`config.mk`:
```
export PLATFORM = sky130hd
export DESIGN_NAME = tlbs_cmp
export DESIGN_NICKNAME = d
export VERILOG_FILES = /design/src/rtl/tlbs_pkg.sv /design/src/rtl/tlbs_cmp.sv
export SDC_FILE = /design/constraint.sdc
export NUM_CORES = 1
export LEC_CHECK = 0
export BUFFER_PORTS_ARGS = -buffer_cell sky130_fd_sc_hd__clkbuf_2
export CAP_MARGIN = 20
export CORE_UTILIZATION = 29
export DETAILED_ROUTE_END_ITERATION = 8
export PLACE_DENSITY = 0.64
export SLEW_MARGIN = 10
export SYNTH_ARGS = -nofsm -noshare
export SYNTH_HDL_FRONTEND = slang
export SYNTH_SLANG_ARGS = --single-unit
```
`constraint.sdc`:
```
create_clock -name vclk -period 2.7
set_input_delay 0.405 -clock vclk [all_inputs]
set_output_delay 0.405 -clock vclk [all_outputs]
set_load 0.01 [all_outputs]
```
`src/rtl/tlbs_pkg.sv`:
```
// Types and constants of the table search block.
`default_nettype none

package tlbs_pkg;

  localparam int VALUE_W = 32;
  localparam int POS_W   = 8;
  localparam int KIND_W  = 2;

  typedef enum logic [KIND_W-1:0] {
    KIND_APPEND = 2'd0,
    KIND_SEARCH = 2'd1,
    KIND_CLEAR  = 2'd2
  } kind_e;

  typedef struct packed {
    logic eq;
    logic gt;
  } cmp_res_t;

endpackage

`default_nettype wire

```
`src/rtl/tlbs_cmp.sv`:
```
// Shared signed 32-bit compare unit used by both search modes.
`default_nettype none

module tlbs_cmp (
  input  wire logic signed [tlbs_pkg::VALUE_W-1:0] elem_i,
  input  wire logic signed [tlbs_pkg::VALUE_W-1:0] key_i,
  output      tlbs_pkg::cmp_res_t                  res_o
);

  import tlbs_pkg::*;

  always_comb begin
    res_o.eq = (elem_i == key_i);
    res_o.gt = (elem_i > key_i);
  end

endmodule

`default_nettype wire

```
# Yosys cells after proc, flatten, opt, wreduce, memory -nomap -nowiden
# Cells that the tools add are included.
# word_totals
elab_cells	2
regBits	0
input_bits	64
output_inout_bits	2
# op_classes
order_cmp	1
eq_ne	1
# ops
op	count
$eq A32 B32 Y1	1
$gt A32 B32 Y1	1

# Longest topological paths before layout
# depth
ltp_word	1
ltp_mapped	8
depth_no_buf	8

# Least setup slack after synthesis
# Ideal clock, no wire load.
# synth_path
path_type	input -> output
from	input port key_i[31] in the netlist's numbering
to	output port res_o[0] in the netlist's numbering
required_ps	2295
path_buffers	0
slack_ps	464
stages	8
arrival_ps	1831
cell_sequence	inv_1 -> ha_1 -> and4_1 -> nand4_1 -> or3_1 -> a31oi_1 -> o221ai_1 -> nand2b_1
# synth_rtl
element	line	text
start, declared	tlbs_cmp.sv:6	input wire logic signed [tlbs_pkg::VALUE_W-1:0] key_i,
end, declared	tlbs_cmp.sv:7	output tlbs_pkg::cmp_res_t res_o

==> impl_metrics.tcl <==
set metrics [dict create \
    grt_pass1_wl_um 3080 \
    path_max_fanout 4 \
    die_area_um2 3130 \
    tightest_slew_ps 431 \
    setup_viol 0 \
    hold_slack_ps 1360 \
    viasPerCell 4.57 \
    netlist.area_leader.share_pct 47.4 \
    antenna_found_initial 0 \
    power-per-cell-area_nw_per_um2 127 \
    initial_core_util_pct 30.6 \
    layout_setup_ws_ps 78.9 \
    path_class "input pin to primary output" \
    yosysWarnings 0 \
    finalCritPeriodShare_pct 97.1 \
    design.seq.count 0 \
    antenna_cells 0 \
    status "complete, no violations" \
    wire_per_inst_um 8.61 \
    gp_congestion 0.685 \
    period_minus_slack_ps 2620 \
    yosysSeqAreaShare_pct 0 \
    yosysUniqueCellTypes 23 \
    finalHoldViolations 0 \
    grt_pass1_vias 865 \
    grt_usage_pct 11.4 \
    hold_path.class "input pin to primary output" \
    cp-start-kind "input pin" \
    syn_avg_cell_area_um2 7.41 \
    relSlewSlack_pct 71.3 \
    critPathRequiredTime_ps 2300 \
    timing.fmax_ghz 0.382 \
    drt_wl_total_um 1830 \
    core.rowCount 19 \
    leakagePower_uw 0.000845 \
    grt_max_degree 5 \
    vias 968 \
    drtIter0Drc 8 \
    ir_drop_v 0.0000671 \
    post-route-drc-count 0 \
    fin_util_pct 45.0 \
    grt_overflow_total 0 \
    synthesis.instances 114 \
    first_pass_iters 2 \
    ant_nets 0 \
    synthToLayoutAreaGrowth_pct 47.0 \
    tns_ps 0 \
    drv_slew 0 \
    syn_area_um2 845 \
    post-place-ws_ps 98.7 \
    nClkBuffers 0 \
    regArea_um2 0 \
    synthesis.nets 210 \
    layout-drive-gt1-share_pct 39.8 \
    nets 279 \
    io_pins 66 \
    end_kind "primary output" \
    portBuffers 66 \
    core_area_um2 2760 \
    cts_setup_buffers 0 \
    detailed_place_hpwl_um 1750 \
    die_x_um 56.0 \
    synth_area_leaders "ha_1 (47%), inv_1 (15%), a21oi_1 (4.7%)" \
    cp.arrival_ps 2220 \
    chipHeight_um 56.0 \
    cap_violations 0 \
    synth_top_area_cell "ha_1" \
]
-- cell families after synthesis --
group                    after synthesis  synth area share, %
AO/OA/AOI/OAI                         24                 18.5
adder cells (fa/ha/maj)               32                 47.4
buffers and inverters                 33                 14.7
AND/OR/NAND/NOR                       25                 19.4
-- cell usage after synthesis --
cell type and number:
a21o_1 4, a21oi_1 8, a221o_1 1, a221oi_1 3
a31oi_1 1, and2_0 1, and4_1 1, ha_1 32
inv_1 33, nand2_1 6, nand2b_1 2, nand2b_4 1
nand3_1 2, nand4_1 5, nand4_2 1, nor2_1 2
nor2b_1 1, nor3_1 1, nor4_4 1, o211a_1 1
o21ai_0 5, o221ai_1 1, or3_1 1
-- per-layer routing --
layer / vias to the layer above / GRT usage [%] / part of all wire, %
li1: 535 / - / -
met4: 0 / 0 / 1.2
met3: 2 / 0.233 / 8.4
met1: 383 / 14.7 / 46
met5: - / 0 / 0
met2: 48 / 22.1 / 44
-- report_power, final --
| part | internal, uW | switching, uW |
|---|---|---|
| clock network | 0 | 0 |
| registers | 0 | 0 |
| logic | 84.4 | 72.7 |
-- worst max-delay path, cell delays in order --
cell      delay, ps
clkbuf_2         80
inv_1            30
ha_1            320
and4_1          220
nand4_1         160
or3_4           450
nand2b_4        150
o221ai_1        190
nand2b_1         90
clkbuf_2        130
-- final cells by class --
| cell class | instances | area [um^2] |
|---|---|---|
| Tap cell | 31 | 38.8 |
| Timing Repair Buffer | 67 | 338 |
| Fill cell | 301 | 1520 |
| Inverter | 33 | 124 |
| Multi-Input combinational cell | 81 | 741 |
-- cell usage in the layout, fill, tap and decap left out, drive strengths merged, types with 2 or more instances in the layout --
| cell type | Yosys | routed |
|---|---|---|
| a21o | 4 | 4 |
| a21oi | 8 | 8 |
| a221oi | 3 | 3 |
| clkbuf | 0 | 66 |
| ha | 32 | 32 |
| inv | 33 | 33 |
| nand2 | 6 | 6 |
| nand2b | 3 | 3 |
| nand3 | 2 | 2 |
| nand4 | 6 | 6 |
| nor2 | 2 | 2 |
| o21ai | 5 | 5 |
-- per-stage QoR --
stage               instances  total power [uW]  cell area, um^2
floorplan                 114              89.8              845
global placement          212               156             1220
detailed placement        212               157             1220
CTS                       212               159             1220
global route              212               183             1240
finish                    212               157             1240
-- final timing paths --
path,depth (start not counted),startpoint,slack (ps),to
setup / recovery,10,key_i[31],80,res_o[0]
hold / removal,5,key_i[0],1360,res_o[1]
-- repair_timing --
action,in CTS,in global routing
setup endpoints to repair,0,1
endpoints found under the hold margin,0,0
hold buffers,0,0
resized for setup,0,3
No activity file was read; power rests on OpenSTA's default activity.
