<file path="config.mk">
export PLATFORM = sky130hd
export DESIGN_NAME = tlbs_ram
export DESIGN_NICKNAME = d
export VERILOG_FILES = /design/src/rtl/tlbs_ram.sv
export SDC_FILE = /design/constraint.sdc
export NUM_CORES = 2
export LEC_CHECK = 0
export ABC_AREA = 0
export BUFFER_PORTS_ARGS = -buffer_cell sky130_fd_sc_hd__buf_2
export CORE_MARGIN = 10
export CORE_UTILIZATION = 59
export CTS_BUF_LIST = sky130_fd_sc_hd__clkbuf_8
export DETAILED_ROUTE_END_ITERATION = 10
export PLACE_DENSITY = 0.78
export SLEW_MARGIN = 20
export SYNTH_ARGS = -nofsm -noshare
export SYNTH_HDL_FRONTEND = slang
export SYNTH_SLANG_ARGS = --single-unit
</file>
<file path="constraint.sdc">
create_clock -name clk_i -period 3.6 [get_ports clk_i]
set_input_delay 0.36 -clock clk_i [delete_from_list [all_inputs] [get_ports clk_i]]
set_output_delay 0.36 -clock clk_i [all_outputs]
set_load 0.03 [all_outputs]
</file>
<file path="src/rtl/tlbs_ram.sv">
// Generic single-port-write, single-port-read RAM with registered read data.
`default_nettype none

module tlbs_ram #(
  parameter int WIDTH = 32,
  parameter int DEPTH = 128
) (
  input  wire logic                                   clk_i,
  input  wire logic                                   we_i,
  input  wire logic [((DEPTH > 1) ? $clog2(DEPTH) : 1)-1:0] waddr_i,
  input  wire logic [WIDTH-1:0]                       wdata_i,
  input  wire logic [((DEPTH > 1) ? $clog2(DEPTH) : 1)-1:0] raddr_i,
  output      logic [WIDTH-1:0]                       rdata_o
);

  logic [WIDTH-1:0] mem_q [DEPTH];
  logic [WIDTH-1:0] rdata_q;

  always_ff @(posedge clk_i) begin
    if (we_i) begin
      mem_q[waddr_i] <= wdata_i;
    end
    rdata_q <= mem_q[raddr_i];
  end

  assign rdata_o = rdata_q;

endmodule

`default_nettype wire

</file>
* Word level (Yosys, flattened, before mapping)
Memory sizes are Yosys's and may differ from the RTL's. A register that Yosys moved wholly into a read port is not among the register bits.
Cells that the tools add are included.
Widths: inputs -> output; s select.
** Storage, ports and cells
- Register bits after elaboration :: 0
- Bits in writable memories :: 4096
- Output and inout bits :: 32
- Logic and storage cells :: 3
- Memories kept :: 1
** Memory list
- mem_q :: words 128, width 32, read ports 1, clocked after memory_dff 1, wr ports 1, line 16 : logic [WIDTH-1:0] mem_q [DEPTH];
** Cells by class
- Multiplexer cells :: 2
** Operator list (count)
- $mux 1 :: 2

* Depth between registers and ports, before layout
- Depth in word-level cells :: 2
- Depth in mapped cells :: 8
- Gate-level depth less buffers :: 4

* Worst setup path after synthesis
Ideal clock, no wire load.
- Path kind :: input to register
- Start point :: input we_i
- End point :: memory mem_q[98][0], enable pin
- Library setup time :: 0.461 ns
- Arrival :: 3.138 ns
- Data required time :: 3.139 ns
- Path slack :: 0.001 ns
- Stages :: 3
- Path through :: clkbuf_1 > nand4_1 > nor3_1
** On the way
- Word-level cells in the longest chain between the ends :: 2
** RTL lines
- start: declaration :: line 9 : input wire logic we_i,
- $mux 1 :: line 20 : if (we_i) begin
- $mux 1 (implied by the code) :: line 21 : mem_q[waddr_i] <= wdata_i;
- end: declaration :: line 16
No other way between the ends.

==> metrics <==
Iter 0 DRT Violations about 13000; Worst-path clk slew 0.07 ns; Critical path origin mem_q[23][6]; most frequent cell after synthesis edfxtp_1; chip width 535 microns; Final ANT Viol Nets 0; fillers ~15000; clk_skew between 0.09 and 0.1 ns; total power between 90000 and 100000 uW; worst-skew pair later-pin latency between 1 and 1.5 ns; Critical Path AT roughly 3.6 ns; CTS tree yes; total track usage 0.289; Row Count between 150 and 200; PortBufs 79; Remaining DRCs 0; Post-synth EDFFs 4096; CTS root buffer clkbuf_8; ys async rst share 0; total grt overflow 0; Placer Congestion between 0.8 and 0.9; clock sinks ~4100; CTS max path bufs 4; fin crit period ~2.7 ns; Synth Area per Inst 26.1 sq um; Wirelength per Cell 38.1 microns; CP required between 4 and 5 ns; # setup viols final 0; worst r2r path cells 4; worst slew pin tran roughly 1.1 ns; Final Core Density 0.673; Detailed Place HPWL 235000 microns; worst r2r src mem_q[23][6]; unrepaired setup endpoints after global routing no; Crit-path slowest cell mux4_2; post-synthesis sequential area ratio 0.791; synth-to-layout area growth 13.3%; post-synth cell types 17; first-pass iteration count of the detailed router 7; startpoint types register; crit path max fanout 1; DIE HEIGHT around 530 microns; R2R Path End rdata_o[6]; global-route wire length before repair roughly 580000 microns; top_reg_cell synth edfxtp_1; vias per inst 6.86; status completed; largest cells by area after synthesis edfxtp_1 79%, mux4_2 19%, clkbuf_1 0.44%; Final Cycle Share 0.743; crit path cell chain mux4_2 > mux4_2 > mux4_2 > mux2_2; Leak Pwr about 0.055 uW; Crit. End Element register; setup bufs post-CTS 0; worst hold path depth 3; TritonCTS Buffers ~630; Die ar. 286000 sq um; layout cells sized above 1 0.375; Highest Clock Rate approximately 0.37 GHz; pwr dens roughly 530 nW/um^2; Synth Instances approximately 6000; core area between 200000 and 300000 sq um; WS Path Type reg2reg; cell accounting for the most synthesized area edfxtp_1; Final Hold Violating Endpoints 0; Critical Path Most Common Cell mux4_2; top cells by count, synth 4096 x edfxtp_1, 1344 x mux4_2, 182 x clkbuf_1; synth warn 0; initial antenna violation count 60; vias in the first global route between 70000 and 80000; CTS HTree Levels 6; final WL about 410000 microns; via count 74500; worst hold start raddr_i[3]; share of the synthesized area in the top cell type 0.787; Initial Utilization 0.594; Synth Net Count between 6000 and 7000; Slew headroom 0.243; nets about 6900; fin. max-slew vios 0; Max-Cap Viols 0; hold-critical path endpoint rdata_o[27]; Syn Std Cell Area about 160000 sq um; largest net degree at the start of global routing between 100 and 150; Peak VDD IR 518 uV; #FFs+latches synth between 4000 and 5000; Hold Path Class in2reg; # IOs 80; max incr delay on CP about 0.66 ns; flop2flop setup slack approximately 0.92 ns
==> cells in the final DEF (no fill, tap or decap), types with 8 or more instances in the layout <==
cell,instances
clkbuf_8,653
nand3_1,8
edfxtp_1,4096
clkinv_1,150
buf_6,11
dfxtp_1,32
nand2_1,11
inv_1,217
dlygate4sd3_1,34
buf_2,40
diode_2,45
bufinv_16,8
clkinvlp_4,15
mux2_2,32
nor2_4,119
clkinv_2,52
buf_12,122
buf_4,295
mux4_2,1344
nor3_2,9
==> critical path, delay by kind of cell, from the launching register on <==
kind,cells,cell delay [ns]
muxes,4,2.14
DFF,1,0.37
==> metrics by stage <==
step           cells  TNS [ns]  hold slack, ns  area (sq um)  setup WS [ns]
6_report       10900         0          0.0594        177000          0.923
5_1_grt        10800         0          0.0625        177000          0.934
4_1_cts        10800         0          0.0203        177000          0.957
3_5_place_dp    9659  -0.00938           0.840        165000       -0.00938
3_3_place_gp    9659         0           0.851        165000         0.0306
2_1_floorplan   5990         0           0.459        156000        0.00134
==> kinds of logic after synthesis <==
family,after synthesis,synth area share
buffers and inverters,316,0.00839
and+or+nand+nor,170,0.00446
DFF,4128,0.791
muxes,1376,0.196
==> worst max path at each step <==
stage / endpoint / slack [ns] / depth (start not counted)
2_1_floorplan: mem_q[98][0] / 0.001 / 3
3_3_place_gp: rdata_o[19] / 0.03 / 8
3_5_place_dp: rdata_o[7] / -0.009 / 8
4_1_cts: rdata_o[19] / 0.96 / 4
5_1_grt: rdata_o[19] / 0.93 / 4
6_report: rdata_o[6] / 0.92 / 4
==> state kept, by name (all words and copies together) (netlist names) <==
signal   cells
rdata_o     32
mem_q     4096
==> power by group <==
part | leakage, uW | internal (uW) | switching, uW | total (uW)
Clock | 0.00653 | 17400 | 17800 | 35200
Combinational | 0.0118 | 2150 | 3400 | 5550
Sequential | 0.0371 | 53100 | 281 | 53400
Total | 0.0554 | 72700 | 21500 | 94100
==> metal layers <==
metal / routed length (microns) / vias up / GRT usage
li1: - / 28200 / -
met1: 133000 / 39000 / 0.381
met2: 197000 / 6239 / 0.444
met3: 56200 / 1019 / 0.0756
met4: 27600 / 26 / 0.163
met5: 168 / - / 0
==> what timing repair did <==
action	CTS	global route
hold endpoints to repair	924	667
resized for setup	0	0
hold buffers	24	10
==> cell type report <==
class,instances,area (sq um),area share
clock inverter,464,2250,0.0127
multi-input combinational,1546,32300,0.182
clock buffer,653,8990,0.0507
antenna,45,113,0.000636
timing repair buffer,507,5420,0.0306
tap,3515,4400,0.0248
sequential,4128,124000,0.698
(Power assumes the default switching activity.)
